==> src/rtl/hc2s_pkg.sv <==
`default_nettype none

package hc2s_pkg;

   localparam int LETTER_MOD = 26;

   localparam logic [4:0] KEY_TL_RESET = 5'd3;
   localparam logic [4:0] KEY_TR_RESET = 5'd3;
   localparam logic [4:0] KEY_BL_RESET = 5'd2;
   localparam logic [4:0] KEY_BR_RESET = 5'd5;

   localparam logic [2:0] CSR_KEY_TL   = 3'd0;
   localparam logic [2:0] CSR_KEY_TR   = 3'd1;
   localparam logic [2:0] CSR_KEY_BL   = 3'd2;
   localparam logic [2:0] CSR_KEY_BR   = 3'd3;
   localparam logic [2:0] CSR_DECRYPT  = 3'd4;

   localparam logic [7:0] ASCII_UPPER_A = 8'h41;
   localparam logic [7:0] ASCII_UPPER_Z = 8'h5A;
   localparam logic [7:0] ASCII_LOWER_A = 8'h61;
   localparam logic [7:0] ASCII_LOWER_Z = 8'h7A;
   localparam logic [6:0] CHAR_BASE     = 7'h41;
   localparam logic [4:0] PAD_LETTER    = 5'd23;  // 'X'

   typedef struct packed {
      logic [6:0] cipher_char;
      logic       last_in_run;
      logic       end_of_text;
      logic       key_error;
   } rsp_word_type;

   // x mod 26 for x < 2048: reciprocal estimate is low by at most one
   function automatic logic [4:0] mod26(input logic [10:0] x);
      logic [22:0] prod;
      logic [6:0]  q;
      logic [10:0] r;
      prod = 23'(x) * 23'd2520;
      q    = prod[22:16];
      r    = x - 11'(q) * 11'(LETTER_MOD);
      if (r >= 11'(LETTER_MOD)) begin
         r = r - 11'(LETTER_MOD);
      end
      return r[4:0];
   endfunction

   function automatic logic [4:0] unit_inverse(input logic [4:0] d);
      logic [4:0] inv;
      unique case (d)
         5'd1:    inv = 5'd1;
         5'd3:    inv = 5'd9;
         5'd5:    inv = 5'd21;
         5'd7:    inv = 5'd15;
         5'd9:    inv = 5'd3;
         5'd11:   inv = 5'd19;
         5'd15:   inv = 5'd7;
         5'd17:   inv = 5'd23;
         5'd19:   inv = 5'd11;
         5'd21:   inv = 5'd5;
         5'd23:   inv = 5'd17;
         5'd25:   inv = 5'd25;
         default: inv = 5'd0;
      endcase
      return inv;
   endfunction

endpackage

`default_nettype wire

==> src/rtl/hill_cipher_2x2_stream_top.sv <==
// Hill cipher, 2x2 key mod 26, on a byte stream.
// Input channel (req_): one ASCII byte per word plus a final flag. Non-letters
// are dropped, lower case is folded. Every second letter yields two cipher
// words on the output channel (rsp_); a final byte pads an unpaired letter with X.
// With a bad key (entry above 25 or determinant not a unit mod 26) each input
// word yields one error word with cipher_char 0.
// Configuration: csr_write_enable, csr_index (0..4: four key entries, then
// decrypt mode), csr_write_data; write only while the block is idle.
// Path: an accepted input word passes the pairing stage and the matrix stage
// into the output register, from which the receiver takes it.
// Throughput: one input word per cycle while words are dropped or held and the
// pairing stage is free; a completed pair leaves as two words on the single-word output channel.
// Reset clears the key to its default, encrypt mode, the held letter and all
// pipeline valids. When rsp_stall is high the output word holds, the stages
// behind it fill and req_stall rises once the input register cannot advance.
`default_nettype none

module hill_cipher_2x2_stream_top
   import hc2s_pkg::*;
(
   input  wire logic       clock,
   input  wire logic       reset,
   input  wire logic       csr_write_enable,
   input  wire logic [2:0] csr_index,
   input  wire logic [4:0] csr_write_data,
   input  wire logic       req_valid,
   output logic            req_stall,
   input  wire logic [7:0] req_text_byte,
   input  wire logic       req_final_byte,
   output logic            rsp_valid,
   input  wire logic       rsp_stall,
   output logic [6:0]      rsp_cipher_char,
   output logic            rsp_last_in_run,
   output logic            rsp_end_of_text,
   output logic            rsp_key_error
);

   // configuration
   logic [4:0] key_tl_ff, key_tr_ff, key_bl_ff, key_br_ff;
   logic       decrypt_ff;

   always_ff @(posedge clock) begin
      if (reset) begin
         key_tl_ff  <= KEY_TL_RESET;
         key_tr_ff  <= KEY_TR_RESET;
         key_bl_ff  <= KEY_BL_RESET;
         key_br_ff  <= KEY_BR_RESET;
         decrypt_ff <= 1'b0;
      end else if (csr_write_enable) begin
         unique case (csr_index)
            CSR_KEY_TL:  key_tl_ff  <= csr_write_data;
            CSR_KEY_TR:  key_tr_ff  <= csr_write_data;
            CSR_KEY_BL:  key_bl_ff  <= csr_write_data;
            CSR_KEY_BR:  key_br_ff  <= csr_write_data;
            CSR_DECRYPT: decrypt_ff <= csr_write_data[0];
            default: ;
         endcase
      end
   end

   // derived key: determinant and validity, then working matrix
   logic [4:0] det_in, det_ff;
   logic       key_valid_in, key_valid_ff;
   logic [4:0] prod_a, prod_b;
   logic [5:0] det_sum;

   always_comb begin
      prod_a  = mod26(11'(key_tl_ff) * 11'(key_br_ff));
      prod_b  = mod26(11'(key_tr_ff) * 11'(key_bl_ff));
      det_sum = 6'(prod_a) + 6'(LETTER_MOD) - 6'(prod_b);
      det_in  = (det_sum >= 6'(LETTER_MOD)) ? 5'(det_sum - 6'(LETTER_MOD)) : det_sum[4:0];
      key_valid_in = (key_tl_ff <= 5'd25) && (key_tr_ff <= 5'd25) &&
                     (key_bl_ff <= 5'd25) && (key_br_ff <= 5'd25) &&
                     det_in[0] && (det_in != 5'd13);
   end

   always_ff @(posedge clock) begin
      det_ff       <= det_in;
      key_valid_ff <= key_valid_in;
   end

   logic [4:0] m00_in, m01_in, m10_in, m11_in;
   logic [4:0] m00_ff, m01_ff, m10_ff, m11_ff;
   logic [4:0] det_inv, neg_tr, neg_bl;

   always_comb begin
      det_inv = unit_inverse(det_ff);
      neg_tr  = (key_tr_ff == 5'd0) ? 5'd0 : 5'(LETTER_MOD) - key_tr_ff;
      neg_bl  = (key_bl_ff == 5'd0) ? 5'd0 : 5'(LETTER_MOD) - key_bl_ff;
      if (decrypt_ff) begin
         m00_in = mod26(11'(key_br_ff) * 11'(det_inv));
         m01_in = mod26(11'(neg_tr) * 11'(det_inv));
         m10_in = mod26(11'(neg_bl) * 11'(det_inv));
         m11_in = mod26(11'(key_tl_ff) * 11'(det_inv));
      end else begin
         m00_in = key_tl_ff;
         m01_in = key_tr_ff;
         m10_in = key_bl_ff;
         m11_in = key_br_ff;
      end
   end

   always_ff @(posedge clock) begin
      m00_ff <= m00_in;
      m01_ff <= m01_in;
      m10_ff <= m10_in;
      m11_ff <= m11_in;
   end

   // pipeline control
   logic       s1_valid_ff, s2_valid_ff;
   logic [7:0] s1_byte_ff;
   logic       s1_fin_ff;
   logic [1:0] out_cnt_ff, out_cnt_in;
   logic       out_take, out_load, s2_free, s1_adv;

   assign out_take  = rsp_valid && !rsp_stall;
   assign out_load  = s2_valid_ff &&
                      ((out_cnt_ff == 2'd0) || ((out_cnt_ff == 2'd1) && out_take));
   assign s2_free   = !s2_valid_ff || out_load;
   assign s1_adv    = s1_valid_ff && s2_free;
   assign req_stall = s1_valid_ff && !s2_free;

   always_ff @(posedge clock) begin
      if (reset) begin
         s1_valid_ff <= 1'b0;
      end else if (!req_stall) begin
         s1_valid_ff <= req_valid;
      end
   end

   always_ff @(posedge clock) begin
      if (req_valid && !req_stall) begin
         s1_byte_ff <= req_text_byte;
         s1_fin_ff  <= req_final_byte;
      end
   end

   // pairing stage
   logic [4:0] held_ff, held_in;
   logic       held_valid_ff, held_valid_in;
   logic       is_upper, is_lower, is_letter;
   logic [4:0] letter;
   logic       s2_fill;
   logic       s2_err_in, s2_err_ff, s2_fin_in, s2_fin_ff;
   logic [4:0] s2_p1_in, s2_p1_ff, s2_p2_in, s2_p2_ff;

   always_comb begin
      is_upper  = (s1_byte_ff >= ASCII_UPPER_A) && (s1_byte_ff <= ASCII_UPPER_Z);
      is_lower  = (s1_byte_ff >= ASCII_LOWER_A) && (s1_byte_ff <= ASCII_LOWER_Z);
      is_letter = is_upper || is_lower;
      letter    = is_upper ? 5'(s1_byte_ff - ASCII_UPPER_A) : 5'(s1_byte_ff - ASCII_LOWER_A);
      s2_fill       = 1'b0;
      s2_err_in     = 1'b0;
      s2_fin_in     = s1_fin_ff;
      s2_p1_in      = held_ff;
      s2_p2_in      = letter;
      held_in       = held_ff;
      held_valid_in = held_valid_ff;
      priority if (!key_valid_ff) begin
         s2_fill   = 1'b1;
         s2_err_in = 1'b1;
         if (s1_fin_ff) begin
            held_in       = 5'd0;
            held_valid_in = 1'b0;
         end
      end else if (is_letter && held_valid_ff) begin
         s2_fill       = 1'b1;
         held_in       = 5'd0;
         held_valid_in = 1'b0;
      end else if (is_letter && s1_fin_ff) begin
         s2_fill  = 1'b1;
         s2_p1_in = letter;
         s2_p2_in = PAD_LETTER;
         held_in  = 5'd0;
      end else if (is_letter) begin
         held_in       = letter;
         held_valid_in = 1'b1;
      end else if (s1_fin_ff && held_valid_ff) begin
         s2_fill       = 1'b1;
         s2_p2_in      = PAD_LETTER;
         held_in       = 5'd0;
         held_valid_in = 1'b0;
      end else begin
         s2_fill = 1'b0;
      end
   end

   always_ff @(posedge clock) begin
      if (reset) begin
         held_ff       <= 5'd0;
         held_valid_ff <= 1'b0;
         s2_valid_ff   <= 1'b0;
      end else begin
         if (s1_adv) begin
            held_ff       <= held_in;
            held_valid_ff <= held_valid_in;
         end
         if (s2_free) begin
            s2_valid_ff <= s1_adv && s2_fill;
         end
      end
   end

   always_ff @(posedge clock) begin
      if (s1_adv) begin
         s2_err_ff <= s2_err_in;
         s2_fin_ff <= s2_fin_in;
         s2_p1_ff  <= s2_p1_in;
         s2_p2_ff  <= s2_p2_in;
      end
   end

   // matrix stage into a two-word output buffer
   logic [4:0]   c1, c2;
   rsp_word_type word0, word1, slot0_ff, slot1_ff;

   always_comb begin
      c1 = mod26(11'(m00_ff) * 11'(s2_p1_ff) + 11'(m01_ff) * 11'(s2_p2_ff));
      c2 = mod26(11'(m10_ff) * 11'(s2_p1_ff) + 11'(m11_ff) * 11'(s2_p2_ff));
      if (s2_err_ff) begin
         word0 = '{cipher_char: 7'd0, last_in_run: 1'b1, end_of_text: s2_fin_ff,
                   key_error: 1'b1};
      end else begin
         word0 = '{cipher_char: CHAR_BASE + 7'(c1), last_in_run: 1'b0,
                   end_of_text: 1'b0, key_error: 1'b0};
      end
      word1 = '{cipher_char: CHAR_BASE + 7'(c2), last_in_run: 1'b1,
                end_of_text: s2_fin_ff, key_error: 1'b0};
   end

   always_comb begin
      out_cnt_in = out_cnt_ff;
      if (out_load) begin
         out_cnt_in = s2_err_ff ? 2'd1 : 2'd2;
      end else if (out_take) begin
         out_cnt_in = out_cnt_ff - 2'd1;
      end
   end

   always_ff @(posedge clock) begin
      if (reset) begin
         out_cnt_ff <= 2'd0;
      end else begin
         out_cnt_ff <= out_cnt_in;
      end
   end

   always_ff @(posedge clock) begin
      if (out_load) begin
         slot0_ff <= word0;
         slot1_ff <= word1;
      end else if (out_take) begin
         slot0_ff <= slot1_ff;
      end
   end

   assign rsp_valid       = (out_cnt_ff != 2'd0);
   assign rsp_cipher_char = slot0_ff.cipher_char;
   assign rsp_last_in_run = slot0_ff.last_in_run;
   assign rsp_end_of_text = slot0_ff.end_of_text;
   assign rsp_key_error   = slot0_ff.key_error;

   property p_err_word;
      @(posedge clock) disable iff (reset)
      (rsp_valid && rsp_key_error) |-> (rsp_last_in_run && rsp_cipher_char == 7'd0);
   endproperty
   a_err_word: assert property (p_err_word) else $error("bad error word");

   property p_letter_range;
      @(posedge clock) disable iff (reset)
      (rsp_valid && !rsp_key_error) |->
         (rsp_cipher_char >= CHAR_BASE && rsp_cipher_char <= 7'h5A);
   endproperty
   a_letter_range: assert property (p_letter_range) else $error("cipher char out of range");

   property p_end_is_last;
      @(posedge clock) disable iff (reset)
      (rsp_valid && rsp_end_of_text) |-> rsp_last_in_run;
   endproperty
   a_end_is_last: assert property (p_end_is_last) else $error("end without last");

   property p_pair_second;
      @(posedge clock) disable iff (reset)
      (out_take && !rsp_last_in_run) |=> (rsp_valid && rsp_last_in_run);
   endproperty
   a_pair_second: assert property (p_pair_second) else $error("second pair word missing");

   property p_cnt_range;
      @(posedge clock) disable iff (reset)
      out_load |=> (out_cnt_ff == 2'd1 || out_cnt_ff == 2'd2);
   endproperty
   a_cnt_range: assert property (p_cnt_range) else $error("output buffer count");

endmodule

`default_nettype wire

==> config.mk <==
export PLATFORM = sky130hd
export DESIGN_NAME = hill_cipher_2x2_stream_top
export DESIGN_NICKNAME = d
export VERILOG_FILES = /design/src/rtl/hc2s_pkg.sv /design/src/rtl/hill_cipher_2x2_stream_top.sv
export SDC_FILE = /design/constraint.sdc
export NUM_CORES = 1
export LEC_CHECK = 0
export BUFFER_PORTS_ARGS = -buffer_cell sky130_fd_sc_hd__buf_2
export CAP_MARGIN = 20
export CORE_UTILIZATION = 52
export DETAILED_ROUTE_END_ITERATION = 16
export PLACE_DENSITY = 0.71
export SLEW_MARGIN = 5
export SYNTH_ARGS = -nofsm -noshare
export SYNTH_HDL_FRONTEND = slang
export SYNTH_SLANG_ARGS = --single-unit
==> constraint.sdc <==
create_clock -name clock -period 35.9 [get_ports clock]
set_clock_uncertainty 0.15 [all_clocks]
set_input_delay 3.59 -clock clock [delete_from_list [all_inputs] [get_ports clock]]
set_output_delay 3.59 -clock clock [all_outputs]
set_load 0.005 [all_outputs]
==> results_dict.tcl, run 1 <==
set metrics [dict create \
    drive_gt1_share_pct 2.717 \
    ant_nets 0 \
    setup_tns_ns 0 \
    ys_seq_elements 95 \
    io_buffers 33 \
    num-nets-final 4785 \
    rows 90 \
    r2r-start "key_br_ff[4]$_SDFFE_PP0P_" \
    report.final.slew_viol_count 0 \
    yosysTopAreaCell "ha_1" \
    largest_register_ffs 8 \
    grt_antenna_before_repair 2 \
    routedWlPerCell_um 13.78 \
    final_cell_mix "inv_1 (912), ha_1 (745), fa_1 (379)" \
    crit_cells 57 \
    cp_num_buf_inv 10 \
    yosysWarningCount 0 \
    max_cap_viol_count 0 \
    synth_area_per_cell_sq_um 8.806 \
    grt_max_degree 32 \
    drt_iter0_drc 817 \
    top_register "s1_byte_ff" \
    synth-edff-count 38 \
    multi_input_area_sq_mm 0.02605 \
    ctsHoldBuffers 0 \
    cp_max_fo 13 \
    synthTopCellsByArea "ha_1 (29%), fa_1 (24%), inv_1 (11%)" \
    viasPerCell 5.195 \
    clock_path_buffers 2 \
    cp-end-kind "flip-flop" \
    synth-main-ff-cell "dfxtp_1" \
    final_common_cell "inv_1" \
    initial_core_util_pct 52.75 \
    hold_start "s2_fin_ff$_DFFE_PP_" \
    cts_setup_buffers 0 \
    ios 34 \
    fillCellCount 5537 \
    setup_viol 0 \
    first_pass_iters 7 \
    register_area_sq_mm 0.002282 \
    rr_endpoint "det_inv[1]$_DFF_P_" \
    dr_total_vias 23000 \
    crit_end "det_inv[1]$_DFF_P_" \
    syn_area_sq_mm 0.03190 \
    clkSinkCount 95 \
    die-area_sq_mm 0.06233 \
    grt_setup_unrepaired "false" \
    worst_pin_slew_ns 1.126 \
    dp_hpwl_um 53430 \
    critPathMaxStageDelay_ns 0.59 \
    hold_path.class "flip-flop to flip-flop" \
    arrival_ns 14.28 \
    crit_path_start_kind "flip-flop" \
    gp_congestion 0.8516 \
    place_ws_ns 21.86 \
    fp.dieW_um 249.7 \
    relSlewSlack_pct 24.38 \
    grt_pass1_wl_um 107100 \
    grt_overflow_total 0 \
    wl_um 60990 \
    ys_async_sr_fraction_pct 0 \
    seq_area_frac_synth_pct 7.155 \
    crit_top_cell "inv_1" \
    rrSetupSlack_ns 21.74 \
    clk_latency_ns 0.35 \
    setup_ws_ns 21.74 \
    fin_crit_sh_pct 39.44 \
    root_buffer "clkbuf_16" \
    path_clk_slew_ns 0.07 \
    area_growth_pct 4.284 \
    outcome "complete, no violations" \
    cp_slowest_cell "fa_1" \
    grt.total_usage_pct 20.42 \
    route.detailed.drc 0 \
    cts-htree-levels 3 \
    synth_top_area_share_pct 29.22 \
    hold_violations 0 \
    fmax_mhz 70.63 \
    fin_crit_ns 14.16 \
    reg_top3 "s1_byte_ff x8, rsp_cipher_char x7, slot1_ff x7" \
    grt_pass1_vias 23380 \
    ff2ff_path_depth 57 \
    cp.required_ns 36.02 \
    cp_top_family "adder cells" \
    core_sq_mm 0.06047 \
    crit_start "key_br_ff[4]$_SDFFE_PP0P_" \
    synth_cell_types 84 \
    dieHeight_um 249.7 \
    cts_buffers 9 \
    syn_inst 3622 \
    crit_type "flip-flop to flip-flop" \
    syn_nets 4768 \
    cts_tree "done" \
    post_cts_resize_count 0 \
]
-- how the worst min path moves through the flow --
stage	endpoint	slack, ns	depth (start not counted)
final	slot1_ff[1]$_DFFE_PP_	0.32	0
after global routing	slot1_ff[1]$_DFFE_PP_	0.33	0
after CTS	slot1_ff[1]$_DFFE_PP_	0.32	0
after detailed placement	slot1_ff[1]$_DFFE_PP_	0.30	0
after global placement	slot1_ff[1]$_DFFE_PP_	0.28	0
after floorplan	slot1_ff[1]$_DFFE_PP_	0.28	0
-- metrics by stage --
| step | util, % | cells | area, sq um | hold WS, ns |
|---|---|---|---|---|
| floorplan | - | 3622 | 31900 | 0.2773 |
| detailed placement | 54.48 | 4408 | 32950 | 0.3025 |
| CTS | 54.96 | 4424 | 33240 | 0.3163 |
| global route | 55.00 | 4426 | 33260 | 0.3284 |
| global placement | 54.47 | 4407 | 32940 | 0.2824 |
| finish | 55.01 | 4427 | 33260 | 0.3165 |
-- layout make-up --
class | instances | area share, %
Tap cell | 782 | 2.942
Sequential cell | 95 | 6.861
Antenna cell | 1 | 0.007523
Clock inverter | 7 | 0.1994
Clock buffer | 9 | 0.6771
Timing Repair Buffer | 40 | 0.6696
Multi-Input combinational cell | 2579 | 78.33
Inverter | 914 | 10.31
-- cells by family after synthesis --
family / after synthesis / synth area share (%)
muxes: 27 / 0.9140
buffers and inverters: 948 / 11.16
and+or+nand+nor: 696 / 11.13
adders and majority gates: 1127 / 53.11
xor gates and xnor gates: 211 / 5.865
DFF: 95 / 7.155
AOI/OAI and AO/OA: 518 / 10.66
-- synth_stat cells (11+ instances only) --
master and instances:
and2_1 175, nand3_1 38, a31oi_1 16, o21a_1 19, a21oi_1 167, o21ai_0 62, clkbuf_1 32, inv_1 912
o211ai_1 23, nand2b_1 18, xnor2_1 125, edfxtp_1 38, a21o_1 70, dfxtp_1 57, nor3_1 32, fa_1 379
o21bai_1 41, or2_2 12, or3_1 21, and3_1 13, nand2_1 168, nor2b_1 36, ha_1 745, mux2i_1 19
a211oi_1 11, nor2_1 141, xor2_1 83, o21ai_1 23
-- layer usage --
metal	vias to the layer above	GRT usage, %	part of all wire (%)
li1	11680	-	-
met1	11030	27.75	48
met2	264	36.38	49
met3	29	1.794	3.1
met4	2	1.799	0.64
met5	-	0	0.021
Power of run 1 is left out: the tool's default activity adds up to more than one toggle a clock period on the data nets, which glitch-free logic cannot reach.
==> inputs of run 2 (changes only) <==
--- a/config.mk
+++ b/config.mk
@@ -9,7 +9,7 @@
 export CAP_MARGIN = 20
 export CORE_UTILIZATION = 52
 export DETAILED_ROUTE_END_ITERATION = 16
-export PLACE_DENSITY = 0.71
+export PLACE_DENSITY = 0.73
 export SLEW_MARGIN = 5
 export SYNTH_ARGS = -nofsm -noshare
 export SYNTH_HDL_FRONTEND = slang
==> constraint.sdc (replaced) <==
create_clock -name clock -period 12.75 [get_ports clock]
set_clock_uncertainty 0.15 [all_clocks]
set_input_delay 1.275 -clock clock [delete_from_list [all_inputs] [get_ports clock]]
set_output_delay 1.275 -clock clock [all_outputs]
set_load 0.005 [all_outputs]
==> run 2 against run 1 <==
Global-route usage up 0.52 points. Maximum frequency up 14%. Sequential cell count unchanged. Core utilization up 4.0 points. Via count up 3.3%. First-iteration DRC count down 3.4%. Final area up 7.2%. Critical path depth up 4. Count of clock-buffer cells in the layout up 4. Worst hold slack better by 0.027 ns. Non-clock buffer count up 155. Sequential share of layout area down 0.44 points. Critical path type unchanged. Highest routed layer unchanged.
==> results_dict.tcl, run 2 (same netlist as run 1, synthesis figures left out) <==
set metrics [dict create \
    dr_total_vias 23770 \
    num-nets-final 4940 \
    register_area_sq_mm 0.002291 \
    critPathMaxStageDelay_ns 0.59 \
    utilization_pct 58.99 \
    min_path_cells 2 \
    max_cap_viol_count 0 \
    root_buffer "clkbuf_16" \
    gp_congestion 0.8722 \
    arrival_ns 12.56 \
    cp_slowest_cell "fa_1" \
    crit_type "flip-flop to flip-flop" \
    first_pass_iters 7 \
    io_buffers 33 \
    wl_um 64610 \
    reg_top3 "s1_byte_ff x8, rsp_cipher_char x7, slot1_ff x7" \
    area_growth_pct 11.84 \
    grt_setup_unrepaired "true" \
    dp_hpwl_um 54640 \
    fmax_mhz 80.18 \
    fillCellCount 5154 \
    grt_pass1_wl_um 110400 \
    crit_top_cell "fa_1" \
    ant_nets 0 \
    grt_overflow_total 0 \
    crit_path_start_kind "flip-flop" \
    dieHeight_um 249.7 \
    final_cell_mix "inv_1 (900), ha_1 (716), fa_1 (373)" \
    ctsHoldBuffers 0 \
    largest_register_ffs 8 \
    clock_path_buffers 2 \
    route.detailed.drc 0 \
    core_sq_mm 0.06047 \
    cp.required_ns 12.84 \
    ff2ff_path_depth 61 \
    grt.total_usage_pct 20.94 \
    path_clk_slew_ns 0.07 \
    cp-end-kind "flip-flop" \
    hold_violations 0 \
    outcome "complete, no violations" \
    grt_max_degree 31 \
    top_register "s1_byte_ff" \
    grt_pass1_vias 24480 \
    final_common_cell "inv_1" \
    hold_path.class "flip-flop to flip-flop" \
    cts_buffers 9 \
    drt_iter0_drc 789 \
    viasPerCell 5.187 \
    cts_tree "done" \
    multi_input_area_sq_mm 0.02725 \
    rrSetupSlack_ns 0.28 \
    cts-htree-levels 3 \
    worst_pin_slew_ns 1.044 \
    fin_crit_sh_pct 97.82 \
    drive_gt1_share_pct 11.42 \
    routedWlPerCell_um 14.10 \
    report.final.slew_viol_count 0 \
    cp_max_fo 5 \
    fp.dieW_um 249.7 \
    setup_viol 0 \
    clk_latency_ns 0.35 \
    die-area_sq_mm 0.06233 \
    ios 34 \
    relSlewSlack_pct 30.25 \
    fin_crit_ns 12.47 \
    grt_antenna_before_repair 12 \
    initial_core_util_pct 52.75 \
    rows 90 \
    clkSinkCount 95 \
]
-- run 2: final cells by class --
class | count | area share, %
diodes | 1 | 0.007015
clock inverters | 3 | 0.07366
clock buffers | 13 | 0.7611
well taps | 782 | 2.743
flip-flops and latches | 95 | 6.422
inverters | 914 | 9.628
repair buffers | 195 | 3.981
multi-input cells | 2579 | 76.38
-- run 2: timing repair --
item	4_1_cts	5_1_grt
endpoints found under the setup margin	12	25
gates cloned	0	0
setup buffers	19	37
pin swaps	11	148
resized for setup	26	216
-- run 2: per-layer routing --
layer | part of all wire, % | global-route usage, % | vias to the layer above | wire length, um
li1 | - | - | 11990 | -
met1 | 45 | 26.73 | 11420 | 28960
met2 | 50 | 37.64 | 252 | 32250
met3 | 3.4 | 3.129 | 84 | 2168
met4 | 1.7 | 3.439 | 22 | 1084
met5 | 0.23 | 0 | - | 148
-- run 2: through the flow --
stage / TNS (ns) / hold WS (ns) / cell area [sq um] / instances / setup slack (ns)
finish: 0 / 0.3437 / 35670 / 4582 / 0.2773
global placement: -0.5889 / 0.3138 / 33710 / 4508 / -0.1563
detailed placement: -2.400 / 0.3241 / 33720 / 4509 / -0.4239
CTS: 0 / 0.3486 / 34290 / 4544 / 0.0008908
global route: -1.578 / 0.3594 / 35670 / 4581 / -0.2783
floorplan: 0 / 0.2773 / 31900 / 3622 / 0.007161
-- run 2: path summary, 6_finish.rpt --
check / to / startpoint
worst min-delay path: s2_valid_ff$_SDFFE_PP0N_ / s1_valid_ff$_SDFFE_PP0N_
worst min register to register: s2_valid_ff$_SDFFE_PP0N_ / s1_valid_ff$_SDFFE_PP0N_
worst max register to register: det_inv[3]$_DFF_P_ / key_tl_ff[1]$_SDFFE_PP1P_
worst max-delay path: det_inv[3]$_DFF_P_ / key_tl_ff[1]$_SDFFE_PP1P_
-- run 2: worst max-delay path: cells and delay by family, from the launching register on --
family / cells / cell delay (ns)
XOR/XNOR: 4 / 0.72
buffers and inverters: 12 / 1.31
AO/OA/AOI/OAI: 21 / 3.13
flip-flops: 1 / 0.34
AND/OR/NAND/NOR: 10 / 0.99
adder cells (fa/ha/maj): 14 / 5.70
Power of run 2 is left out for the same reason.
